**src/hdl/vha_pkg.sv**
```systemverilog
`timescale 1ns / 1ps
// ----------------------------------------------------------------------------
// vha_pkg
// Shared types, codes and helpers of the voxel histogram accumulator.
// ----------------------------------------------------------------------------
package vha_pkg;

   localparam int BINS_X_DEFAULT = 16;
   localparam int BINS_Y_DEFAULT = 16;
   localparam int BINS_Z_DEFAULT = 16;

   localparam int COORD_W  = 32;
   localparam int BIN_W    = 48;
   localparam int COUNT_W  = 32;
   localparam int LANDED_W = 7;
   localparam int POS_W    = 41;

   typedef logic [1:0] opcode_type;
   localparam opcode_type OP_ADD     = 2'd0;
   localparam opcode_type OP_ADD_SUB = 2'd1;
   localparam opcode_type OP_PREDICT = 2'd2;
   localparam opcode_type OP_NONE    = 2'd3;

   typedef logic [2:0] csr_index_type;
   localparam csr_index_type CSR_LOWER_X = 3'd0;
   localparam csr_index_type CSR_LOWER_Y = 3'd1;
   localparam csr_index_type CSR_LOWER_Z = 3'd2;
   localparam csr_index_type CSR_SCALE_X = 3'd3;
   localparam csr_index_type CSR_SCALE_Y = 3'd4;
   localparam csr_index_type CSR_SCALE_Z = 3'd5;
   localparam csr_index_type CSR_SUBDIV  = 3'd6;

   localparam logic [1:0]  SUB_LOG2_MAX  = 2'd2;
   localparam logic [31:0] SCALE_RESET   = 32'h0001_0000;
   localparam logic signed [BIN_W-1:0] BIN_MAX = {1'b0, {(BIN_W-1){1'b1}}};
   localparam logic signed [BIN_W-1:0] BIN_MIN = {1'b1, {(BIN_W-1){1'b0}}};

   typedef struct packed {
      opcode_type                 opcode;
      logic signed [COORD_W-1:0]  coord_x;
      logic signed [COORD_W-1:0]  coord_y;
      logic signed [COORD_W-1:0]  coord_z;
      logic signed [COORD_W-1:0]  weight;
   } req_type;

   typedef struct packed {
      logic                       accepted;
      logic [LANDED_W-1:0]        landed_points;
      logic signed [BIN_W-1:0]    bin_value;
      logic [COUNT_W-1:0]         total_count;
   } rsp_type;

   typedef struct packed {
      logic [31:0] lower_x;
      logic [31:0] lower_y;
      logic [31:0] lower_z;
      logic [31:0] scale_x;
      logic [31:0] scale_y;
      logic [31:0] scale_z;
      logic [1:0]  subdivide_log2;
   } cfg_type;

   // sub-point offset (2t+1-s) * 2^(31-lvl), in Q.32 bins
   function automatic logic signed [31:0] sub_offset(input logic [1:0] t,
                                                     input logic [1:0] lvl);
      logic signed [3:0] num;
      num = $signed({1'b0, t, 1'b1}) - $signed(4'd1 << lvl);
      return 32'(num) <<< (5'd31 - 5'(lvl));
   endfunction

endpackage

```
**src/hdl/vha_csr.sv**
```systemverilog
`timescale 1ns / 1ps
// ----------------------------------------------------------------------------
// vha_csr
// Configuration register file: grid bounds, scales and subdivision level.
// ----------------------------------------------------------------------------
module vha_csr (
   input  logic                   clock,
   input  logic                   reset,
   input  logic                   csr_valid,
   output logic                   csr_ready,
   input  vha_pkg::csr_index_type csr_index,
   input  logic [31:0]            csr_data,
   output vha_pkg::cfg_type       cfg
);
   import vha_pkg::*;

   cfg_type cfg_ff;
   cfg_type cfg_in;

   always_comb begin
      cfg_in = cfg_ff;
      if (csr_valid) begin
         case (csr_index)
            CSR_LOWER_X: cfg_in.lower_x = csr_data;
            CSR_LOWER_Y: cfg_in.lower_y = csr_data;
            CSR_LOWER_Z: cfg_in.lower_z = csr_data;
            CSR_SCALE_X: cfg_in.scale_x = csr_data;
            CSR_SCALE_Y: cfg_in.scale_y = csr_data;
            CSR_SCALE_Z: cfg_in.scale_z = csr_data;
            CSR_SUBDIV:  cfg_in.subdivide_log2 = csr_data[1:0];
            default:     cfg_in = cfg_ff;
         endcase
      end
   end

   always_ff @(posedge clock) begin
      if (reset) begin
         cfg_ff.lower_x        <= '0;
         cfg_ff.lower_y        <= '0;
         cfg_ff.lower_z        <= '0;
         cfg_ff.scale_x        <= SCALE_RESET;
         cfg_ff.scale_y        <= SCALE_RESET;
         cfg_ff.scale_z        <= SCALE_RESET;
         cfg_ff.subdivide_log2 <= '0;
      end else begin
         cfg_ff <= cfg_in;
      end
   end

   assign csr_ready = 1'b1;
   assign cfg       = cfg_ff;
endmodule

```
**config.mk**
```make
export PLATFORM = sky130hd
export DESIGN_NAME = vha_csr
export DESIGN_NICKNAME = d
export VERILOG_FILES = /design/src/hdl/vha_pkg.sv /design/src/hdl/vha_csr.sv
export SDC_FILE = /design/constraint.sdc
export NUM_CORES = 1
export LEC_CHECK = 0
export BUFFER_PORTS_ARGS = -buffer_cell sky130_fd_sc_hd__buf_2
export CORE_MARGIN = 4
export CORE_UTILIZATION = 35
export CTS_BUF_LIST = sky130_fd_sc_hd__clkbuf_16
export DETAILED_ROUTE_END_ITERATION = 16
export HOLD_SLACK_MARGIN = 0.05
export SYNTH_ARGS = -nofsm -noshare
export SYNTH_HDL_FRONTEND = slang
export SYNTH_SLANG_ARGS = --single-unit
export TNS_END_PERCENT = 30
```
**constraint.sdc**
```tcl
create_clock -name clock -period 2.3 [get_ports clock]
set_input_delay 0.46 -clock clock [delete_from_list [all_inputs] [get_ports clock]]
set_output_delay 0.46 -clock clock [all_outputs]
set_load 0.01 [all_outputs]
```
== Word level (Yosys, flattened, before mapping) ==
Cells that the tools add are included.
Operators by class
  eq/ne operators: 6
  reductions and logical operators: 8
Operators by type and width (number)
  AND reduction 2 bit: 7
  equality test 3 bit, second input constant: 3
  equality test 3 x 2 -> 1 bit, second input constant: 2
  equality test 3 x 1 -> 1 bit, second input constant: 1
  zero test 3 bit: 1
Word-level totals
  register bits: 194

== Depth between registers and ports, before layout ==
  depth after elaboration: 2
  mapped depth: 5
  mapped depth without buffers: 2

== Worst setup path after synthesis ==
Ideal clock, no wire load.
  kind: input -> register
  from: in csr_index[1]
  to: reg cfg_ff, in the netlist cfg[183]
  stages on the path: 5
  arrival time: 1.493 ns
  setup time: 0.124 ns
  path slack: 0.684 ns
  cell sequence: buf_2 -> or4b_4 -> buf_6 -> buf_8 -> mux2i_1
On the way
  word-level cells in the longest chain between the ends: 2
RTL lines
  start, declared: RTL line vha_csr.sv:11  | input vha_pkg::csr_index_type csr_index,
  zero test 3 bit: RTL line vha_csr.sv:23  | case (csr_index)
  AND reduction 2 bit (no line)
  end signal, assigned: RTL line vha_csr.sv:46  | cfg_ff <= cfg_in;
  end, declared: RTL line vha_csr.sv:17  | cfg_type cfg_ff;
No other way between the ends.
A chain may end at the register's enable or synchronous reset.

== Worst setup path in the final report ==
  from: reg cfg_ff, in the netlist cfg[122]
  to: out cfg[122] in the netlist's numbering
RTL lines
  end, declared: RTL line vha_csr.sv:13  | output vha_pkg::cfg_type cfg
No word-level cell between the ends.

==> metrics.md <==
| Metric | Value |
|---|---|
| Starting Density | 0.3588 |
| Final total power | a little under 7 mW |
| Post-cts repair resize count | 0 |
| Max reg flops | 194 |
| Largest delay contributor family on the critical path | flip-flops |
| Port Buf Inserts | 231 |
| Overall die area | 24110 sq um |
| Synth warn | 0 |
| Share of layout cells above drive strength 1 | 0.3112 |
| Reg clk slew, reported paths | approximately 0.080 ns |
| CTS buffer count | 17 |
| Crit-path max cell delay | 0.36 ns |
| Antenna-violating nets left | 0 |
| Slowest cell on crit path | dfxtp_1 |
| Synth Instances | 677 |
| Slew Viols, Final | 0 |
| Fmax | 722.8 MHz |
| Clock Tree Root | clkbuf_16 |
| Leading area contributor after synthesis | dfxtp_1 |
| Fin crit share | 0.6015 |
| Worst VDD drop | 425.2 uV |
| Total Wirelength | 19960 um |
| Clock latency on the worst-skew pair | 0.41 ns |
| Minimum clock period | 1.383 ns |
| N_diodes | 0 |
| Outcome | complete, no violations |
| CP Cell Sequence | buf_2 |
| Global-route wire length before repair | 31710 um |
| Finished Cell Area | 9639 sq um |
| Residual DRC | 0 |
| Critical Path RT | 1.84 ns |
| Largest net degree at the start of global routing | 74 |
| Clock Tree Buf Depth | 2 |
| Routed len/inst | 16.94 um |
| Post-DP Area | 9056 sq um |
| Power per cell area | 716.0 nW/um^2 |
| Startpoint types | flop |
| Worst Setup End Kind | output port |
| Yosys reg bits | 194 |
| DP HPWL | around 14000 um |
| Final hold vios | 0 |
| Largest cells by area after synthesis | dfxtp_1 51%, mux2i_1 26%, nand2b_1 18% |
| Arr. time, crit path | 0.92 ns |
| Register area share after synthesis | 0.5116 |
| Setup bufs post-CTS | 0 |
| CP Class | reg2out |
| Initial DRT Pass Iterations | 4 |
| Critical path buffers and inverters | 1 |
| Initial antenna violation count | 0 |
| Netlist Area Pre-Place | 7591 sq um |
| Final Worst Setup Slack | 0.9165 ns |
| Sinks on Clock Net | 194 |
| Total number of vias | between 5000 and 6000 |
| Post-synth net total | ~720 |
| Worst slack, placed | 0.5055 ns |
| Total GRT Usage | 0.1652 |
| R2r setup slk | roughly 1.6 ns |
| Worst hold path type | in2reg |
| Rows | 53 |
| RSZ-0062 raised after global routing | no |
| Starting DRT DRC Count | approximately 240 |
| Hold_buf cts | 0 |
| Commonest non-fill, non-tap cell in the layout | buf_2 |
| Htree depth | 4 |
| CTS tree | done |
| Nets | between 900 and 1000 |
| Core Region | ~21000 sq um |
| Gpl congestion | 0.7323 |
| Routed vias/inst | 4.520 |
| Commonest cells after routing, fill and taps aside | 230 x buf_2, 223 x nand2b_1, 194 x mux2i_1, 194 x dfxtp_1, 17 x clkbuf_16 |
| Setup Skew | 0 ns |
| Share of the synthesized area in the top cell type | 0.5116 |
| Avg Cell Area, Syn | between 10 and 15 sq um |
| Final setup viols | 0 |
| Fin Setup TNS | 0 ns |
| Io pins | 233 |
| Chip width | 155.3 um |
| Area Overhead vs Synth | 26.98% |
| Synth unique cells | 15 |
| Leakage | 5.138 nW |
| Vias in the first global route | about 5400 |
| Max FO, Critical Path | 2 |
| Die height | 155.3 um |
| Max-cap check violation count | 0 |
| Grt ovf | 0 |
power by group:
part | switching (mW) | internal [mW] | total (mW) | leakage, nW
logic | 0.278 | 0.231 | 0.510 | 3.28
registers | 0.0374 | 3.43 | 3.47 | 1.57
clock network | 1.39 | 1.53 | 2.92 | 0.288
Yosys cell counts:
cell and instances:
nand2b_1 223, dfxtp_1 194, mux2i_1 194, clkbuf_1 27
buf_2 18, buf_4 4, nor2_1 4, nand4b_1 3
nand4bb_1 3, buf_6 2, buf_8 1, conb_1 1
nor4b_1 1, nor4bb_1 1, or4b_4 1
cell families (layout without fill, tap and decap cells):
group / after synthesis / after routing / share of synthesized area
AND/OR/NAND/NOR: 236 / 236 / 0.1980
flip-flops: 194 / 194 / 0.5116
buffers and inverters: 52 / 278 / 0.03412
multiplexers: 194 / 194 / 0.2558
other: 1 / 1 / 0.0004940
worst paths after layout:
path                startpoint       end  depth (start not counted)
setup / recovery      cfg[122]  cfg[122]                          1
hold / removal    csr_data[16]   cfg[82]                          3
setup reg to reg      cfg[107]  cfg[107]                          2
hold reg to reg        cfg[37]   cfg[37]                          2
per-layer routing:
| metal | part of all wire | wire [um] | track usage | vias up |
|---|---|---|---|---|
| li1 | - | - | - | 2663 |
| met1 | 0.48 | 9557 | 0.2294 | 2496 |
| met2 | 0.43 | 8571 | 0.2464 | 160 |
| met3 | 0.087 | 1730 | 0.06481 | 6 |
| met4 | 0.0049 | 97 | 0.03043 | 0 |
| met5 | 0 | 0 | 0 | - |
through the flow:
step | std cells | hold slack (ns) | utilization
CTS | 1178 | 0.3189 | 0.4557
floorplan | 677 | 0.4926 | -
detailed placement | 1146 | 0.4564 | 0.4281
finish | 1178 | 0.3409 | 0.4557
global route | 1178 | 0.3223 | 0.4557
global placement | 1146 | 0.4548 | 0.4281
cell type report:
type | instances | area (sq um)
fillers | 2000 | 11510
flip-flops and latches | 194 | 3884
multi-input cells | 431 | 3507
repair buffers | 246 | 1321
clock buffers | 17 | 425.4
well taps | 275 | 344.1
clock inverters | 15 | 157.7
Note: power is estimated with default switching activity, not from simulation.
