[src/hdl/vha_pkg.sv]
`timescale 1ns / 1ps
// ----------------------------------------------------------------------------
// vha_pkg
// Shared types, codes and helpers of the voxel histogram accumulator.
// ----------------------------------------------------------------------------
package vha_pkg;

   localparam int BINS_X_DEFAULT = 16;
   localparam int BINS_Y_DEFAULT = 16;
   localparam int BINS_Z_DEFAULT = 16;

   localparam int COORD_W  = 32;
   localparam int BIN_W    = 48;
   localparam int COUNT_W  = 32;
   localparam int LANDED_W = 7;
   localparam int POS_W    = 41;

   typedef logic [1:0] opcode_type;
   localparam opcode_type OP_ADD     = 2'd0;
   localparam opcode_type OP_ADD_SUB = 2'd1;
   localparam opcode_type OP_PREDICT = 2'd2;
   localparam opcode_type OP_NONE    = 2'd3;

   typedef logic [2:0] csr_index_type;
   localparam csr_index_type CSR_LOWER_X = 3'd0;
   localparam csr_index_type CSR_LOWER_Y = 3'd1;
   localparam csr_index_type CSR_LOWER_Z = 3'd2;
   localparam csr_index_type CSR_SCALE_X = 3'd3;
   localparam csr_index_type CSR_SCALE_Y = 3'd4;
   localparam csr_index_type CSR_SCALE_Z = 3'd5;
   localparam csr_index_type CSR_SUBDIV  = 3'd6;

   localparam logic [1:0]  SUB_LOG2_MAX  = 2'd2;
   localparam logic [31:0] SCALE_RESET   = 32'h0001_0000;
   localparam logic signed [BIN_W-1:0] BIN_MAX = {1'b0, {(BIN_W-1){1'b1}}};
   localparam logic signed [BIN_W-1:0] BIN_MIN = {1'b1, {(BIN_W-1){1'b0}}};

   typedef struct packed {
      opcode_type                 opcode;
      logic signed [COORD_W-1:0]  coord_x;
      logic signed [COORD_W-1:0]  coord_y;
      logic signed [COORD_W-1:0]  coord_z;
      logic signed [COORD_W-1:0]  weight;
   } req_type;

   typedef struct packed {
      logic                       accepted;
      logic [LANDED_W-1:0]        landed_points;
      logic signed [BIN_W-1:0]    bin_value;
      logic [COUNT_W-1:0]         total_count;
   } rsp_type;

   typedef struct packed {
      logic [31:0] lower_x;
      logic [31:0] lower_y;
      logic [31:0] lower_z;
      logic [31:0] scale_x;
      logic [31:0] scale_y;
      logic [31:0] scale_z;
      logic [1:0]  subdivide_log2;
   } cfg_type;

   // sub-point offset (2t+1-s) * 2^(31-lvl), in Q.32 bins
   function automatic logic signed [31:0] sub_offset(input logic [1:0] t,
                                                     input logic [1:0] lvl);
      logic signed [3:0] num;
      num = $signed({1'b0, t, 1'b1}) - $signed(4'd1 << lvl);
      return 32'(num) <<< (5'd31 - 5'(lvl));
   endfunction

endpackage

[src/hdl/vha_axis.sv]
`timescale 1ns / 1ps
// ----------------------------------------------------------------------------
// vha_axis
// One axis: registered bin position |coord - lower| * scale, then offset,
// range check and bin index.
// ----------------------------------------------------------------------------
module vha_axis #(
   parameter int NB    = vha_pkg::BINS_X_DEFAULT,
   parameter int IDX_W = (NB > 1) ? $clog2(NB) : 1
) (
   input  logic                clock,
   input  logic                load,
   input  logic signed [31:0]  coord,
   input  logic [31:0]         lower,
   input  logic [31:0]         scale,
   input  logic signed [31:0]  offset,
   output logic                hit,
   output logic [IDX_W-1:0]    idx
);
   import vha_pkg::*;

   logic signed [32:0]       diff;
   logic [32:0]              mag;
   logic [63:0]              mult;
   logic [64:0]              prod;
   logic signed [POS_W-1:0]  pos;
   logic signed [POS_W-1:0]  q;
   logic [8:0]               q_hi;

   logic        neg_ff,  neg_in;
   logic        far_ff,  far_in;
   logic [38:0] pmag_ff, pmag_in;

   assign diff = 33'(coord) - 33'($signed(lower));
   assign mag  = diff[32] ? 33'(-diff) : 33'(diff);
   assign mult = mag[31:0] * scale;
   // magnitude 2^32 only occurs with a zero low word
   assign prod = mag[32] ? {1'b0, scale, 32'd0} : {1'b0, mult};

   always_comb begin
      neg_in  = neg_ff;
      far_in  = far_ff;
      pmag_in = pmag_ff;
      if (load) begin
         neg_in  = diff[32];
         far_in  = |prod[64:39];
         pmag_in = prod[38:0];
      end
   end

   always_ff @(posedge clock) begin
      neg_ff  <= neg_in;
      far_ff  <= far_in;
      pmag_ff <= pmag_in;
   end

   assign pos  = neg_ff ? -$signed({2'b00, pmag_ff}) : $signed({2'b00, pmag_ff});
   assign q    = pos + POS_W'(offset);
   assign q_hi = q[40:32];

   always_comb begin
      hit = 1'b0;
      idx = '0;
      if (!far_ff) begin
         if (q[40]) begin
            // less than one bin below the bound still lands in bin 0
            hit = (&q_hi) && (|q[31:0]);
         end else begin
            hit = q_hi < 9'(NB);
            idx = IDX_W'(q_hi);
         end
      end
   end
endmodule

[config.mk]
export PLATFORM = sky130hd
export DESIGN_NAME = vha_axis
export DESIGN_NICKNAME = d
export VERILOG_FILES = /design/src/hdl/vha_pkg.sv /design/src/hdl/vha_axis.sv
export SDC_FILE = /design/constraint.sdc
export NUM_CORES = 2
export LEC_CHECK = 0
export BUFFER_PORTS_ARGS = -buffer_cell sky130_fd_sc_hd__buf_4
export CORE_MARGIN = 4
export CORE_UTILIZATION = 50
export DETAILED_ROUTE_END_ITERATION = 12
export PLACE_DENSITY = 0.69
export SYNTH_ARGS = -nofsm -noshare
export SYNTH_HDL_FRONTEND = slang
export SYNTH_SLANG_ARGS = --single-unit
[constraint.sdc]
create_clock -name clock -period 12.7 [get_ports clock]
set_input_delay 0.635 -clock clock [delete_from_list [all_inputs] [get_ports clock]]
set_output_delay 0.635 -clock clock [all_outputs]
set_load 0.01 [all_outputs]
## Word level (Yosys, flattened, before mapping)

Cells that the tools add are included.

- Word-level logic and storage cells: 21
- Output and inout port bits: 5
- Register bits after elaboration: 41
- Input bits: 130

- Reduce and logical (&&, ||, !) cells: 4
- Order comparisons: 1
- Mux-type cells: 7
- Add/sub/neg operators: 4
- Multipliers: 1

Operators by type and width:

| kind | number |
|---|---|
| $mul A32 B32 Y64 | 1 |
| $mux W64 | 1 |
| $add A41 B32 Y41 | 1 |
| $mux W41 | 1 |
| $neg A39 Y41 | 1 |
| $mux W33 | 1 |
| $neg A33 Y33 | 1 |
| $sub A32 B32 Y33 | 1 |
| $reduce_or A32 Y1 | 1 |
| $reduce_or A26 Y1 | 1 |
| $lt A9 B5 Y1 const B | 1 |
| $reduce_and A9 Y1 | 1 |
| $mux W4 | 2 |
| $mux W1 | 2 |
| $logic_and A1 B1 Y1 | 1 |

## Longest topological paths before layout

- Depth in word-level cells: 7
- Mapped depth: 48
- Mapped depth without buffers: 45

## Worst setup path before layout

OpenSTA, ideal clock, no wires.

- Kind: input-to-reg
- Start: input port coord[0]
- End: register far_ff, data pin
- Buffers on the path: 2
- Path slack: 0.768 ns
- Library setup time: 0.278 ns
- Data required time: 12.422 ns
- Arrival time: 11.654 ns
- Stages on the path: 43
- Cells stage by stage: inv_1 > ha_1 > fa_1 > nor2b_1 > o21a_1 > o21ai_1 > a211o_1 > o21ai_1 > xnor2_1 > nand2_1 > nor4_1 > nand4b_2 > o21ai_0 > xnor2_1 > clkbuf_1 > nand2_1 > fa_1 > fa_1 > [... 7 more ...] > fa_1 > fa_1 > fa_1 > inv_1 > ha_1 > clkbuf_1 > nand2_1 > or3_1 > or4_1 > or3_1 > o22a_1 > and3_1 > o31ai_1 > xor2_1 > a2111oi_0 > nand4_1 > a2111oi_0 > mux2i_1

- Cells in the longest elaborated chain, start to end: 6

RTL lines:

| what | line | RTL |
|---|---|---|
| from (decl) | vha_axis.sv:13 | `input logic signed [31:0] coord,` |
| $sub A32 B32 Y33 * | vha_axis.sv:34 | `assign diff = 33'(coord) - 33'($signed(lower));` |
| $neg A33 Y33 | vha_axis.sv:35 | `assign mag = diff[32] ? 33'(-diff) : 33'(diff);` |
| $mux W33 * | vha_axis.sv:35 |  |
| $mul A32 B32 Y64 | vha_axis.sv:36 | `assign mult = mag[31:0] * scale;` |
| $mux W64 * | vha_axis.sv:38 | `assign prod = mag[32] ? {1'b0, scale, 32'd0} : {1'b0, mult};` |
| $reduce_or A26 Y1 * | vha_axis.sv:46 | `far_in = \|prod[64:39];` |
| to (signal assigned) | vha_axis.sv:53 | `far_ff <= far_in;` |
| to (decl) | vha_axis.sv:31 | `logic far_ff, far_in;` |

Every way passes the cells marked *; elsewhere a longest branch is shown, timed or not.
A chain may end at the register's enable or synchronous reset.

## Worst setup path in the final report

Same ends and word-level chain as after synthesis.

==> flow_metrics.env <==
export IMPL_max_slew_margin_pct=35.3
export IMPL_path_common_cell="fa_1"
export IMPL_drcViolationCount=0
export IMPL_start_util_pct=50.3
export IMPL_die_area_um2=87200
export IMPL_drt_wirelength_per_cell_um=19.8
export IMPL_path_max_fanout=7
export IMPL_worst_slew_pin_slew_ns=0.961
export IMPL_place_ws_ns=-0.482
export IMPL_period_needed_ns=12.22
export IMPL_cts_hold_buf=0
export IMPL_yosysSeqAreaShare_pct=2.98
export IMPL_tns_ns=0
export IMPL_hp_class="in2reg"
export IMPL_setup_viol=0
export IMPL_wl_met3_um=6600
export IMPL_nets=6202
export IMPL_end_kind="flop"
export IMPL_fin_ws_ns=0.479
export IMPL_grt_pass1_wl_um=189000
export IMPL_maxSlewViolCount=0
export IMPL_grt_antenna_before_repair=3
export IMPL_overflow=0
export IMPL_syn_avg_cell_area_um2=8.55
export IMPL_synth_fp_nets=6190
export IMPL_startpoint_type="input port"
export IMPL_async_flop_share_pct=0
export IMPL_cp_required_ns=12.73
export IMPL_yosysWarningCount=0
export IMPL_io_buffers=134
export IMPL_core_um2=82000
export IMPL_top_layer="met4"
export IMPL_cts_buffers=5
export IMPL_wl_met2_um=58100
export IMPL_gp_congestion=0.969
export IMPL_placed_area_um2=43800
export IMPL_syn_inst=4825
export IMPL_finalCritPeriodShare_pct=96.2
export IMPL_diodes=0
export IMPL_die_width_um=295
export IMPL_final_area_um2=44300
export IMPL_cts_tree="yes"
export IMPL_synthFlopType="edfxtp_1"
export IMPL_grt_start_max_net_pins=47
export IMPL_drt_initial_drc_count=2263
export IMPL_synthesis_area_um2=41300
export IMPL_grt_use_total_pct=27.3
export IMPL_finalWirelength_um=117000
export IMPL_cts_root_buf="clkbuf_16"
export IMPL_dp_hpwl_um=95700
export IMPL_std_cell_rows=105
export IMPL_final_common_cell="inv_1"
export IMPL_crit_start="coord[0]"
export IMPL_area_growth_pct=7.35
export IMPL_ys_ff_latch=41
export IMPL_drive_above_1_share_pct=7.46
export IMPL_cp_endpoint="far_ff$_DFFE_PP_"
export IMPL_clock_path_buffers=2
export IMPL_vias=33200
export IMPL_finalHoldViolations=0
export IMPL_critical_path_arrival_ns=12.25
export IMPL_clkSlewWorstSetupHoldPaths_ns=0.07
export IMPL_ant_nets=0
export IMPL_maxCapViolations=0
export IMPL_post_route_util_pct=54.0
export IMPL_drt_met1_wl_um=46300
export IMPL_max_stage_delay_ns=0.61
export IMPL_boundaryPins=135
export IMPL_crit_type="in2reg"
export IMPL_outcome="finished clean"
export IMPL_final_cell_mix="962 x inv_1, 898 x fa_1, 645 x nand2_1"
export IMPL_synth_cell_types=83
export IMPL_cts_sinks=41
export IMPL_cp_slowest_cell="fa_1"
export IMPL_fmax_mhz=81.8
export IMPL_first_global_vias=35200
export IMPL_die_y_um=295
export IMPL_synth_edf_count=41
export IMPL_vias_per_cell=5.62
export IMPL_drtPass1Iterations=6
export IMPL_h_tree_depth=2
export IMPL_fillers=7645
-- worst max-delay path, delay by kind of cell --
kind	cells	cell delay [ns]
adders and majority gates	11	4.84
AOI/OAI and AO/OA	14	3.72
and+or+nand+nor	9	1.99
buffers and inverters	7	0.90
muxes	1	0.11
-- cell usage after synthesis (58+ instances only) --
cell / instances / share of area [%]
o21ai_0: 120 / 1.5
a21oi_1: 169 / 2.0
and2_1: 489 / 7.4
nor2_1: 145 / 1.3
xor2_1: 58 / 1.2
nand2_1: 645 / 5.9
ha_1: 337 / 10
clkbuf_1: 239 / 2.2
inv_1: 962 / 8.7
fa_1: 898 / 44
nor2b_1: 65 / 0.99
xnor2_1: 100 / 2.1
-- logic make-up (layout without fill, tap and decap cells) --
| group | count (synthesis) | after routing | share of synthesized area [%] |
|---|---|---|---|
| simple gates | 1598 | 1598 | 19.5 |
| xor+xnor | 158 | 158 | 3.35 |
| fa+ha+maj | 1235 | 1235 | 53.8 |
| flops | 41 | 41 | 2.98 |
| compound gates | 564 | 564 | 8.93 |
| buf+inv | 1222 | 1235 | 11.2 |
| mux | 7 | 7 | 0.191 |
-- final cells by class --
type                       count  area, um^2  area share, %
clock buffer                   5         125          0.282
clock inverter                 3        46.3          0.104
inverter                     962        3610           8.15
multi-input combinational   3562       35800           80.8
sequential                    41        1230           2.78
tap                         1070        1340           3.02
timing repair buffer         265        2160           4.89
-- state kept, by name, summed over array words and instances, names as in the netlist --
signal and count:
far_ff 1, neg_ff 1, pmag_ff 39
-- worst min path at each step --
stage	start	end	cells past startpoint
global route	load	pmag_ff[26]$_SDFFCE_PP0P_	1
detailed placement	load	pmag_ff[0]$_SDFFCE_PP0P_	1
global placement	load	pmag_ff[19]$_SDFFCE_PP0P_	1
finish	load	pmag_ff[26]$_SDFFCE_PP0P_	1
CTS	load	pmag_ff[26]$_SDFFCE_PP0P_	1
floorplan	load	far_ff$_DFFE_PP_	0
-- timing repair --
item | 4_1_cts | 5_1_grt
setup endpoints to repair | 1 | 1
resized for setup | 3 | 29
cloned | 0 | 1
pin swaps | 0 | 12
buffers inserted | 0 | 9
endpoints found under the hold margin | 0 | 0
-- metrics by stage --
stage	std cells	hold slack, ns
after floorplan	4825	0.747
after global placement	5890	1.16
after detailed placement	5890	1.17
after CTS	5898	0.871
after global routing	5908	0.888
final	5908	0.868
-- metal layers --
metal  global-route usage (%)  up-vias
met5                        0        -
met4                     11.3        0
met3                     2.35      282
met2                     47.5     1176
met1                     35.4    16900
li1                         -    14800
Power is left out: the tool's default activity adds up to more than one toggle a clock period on the data nets, which glitch-free logic cannot reach.
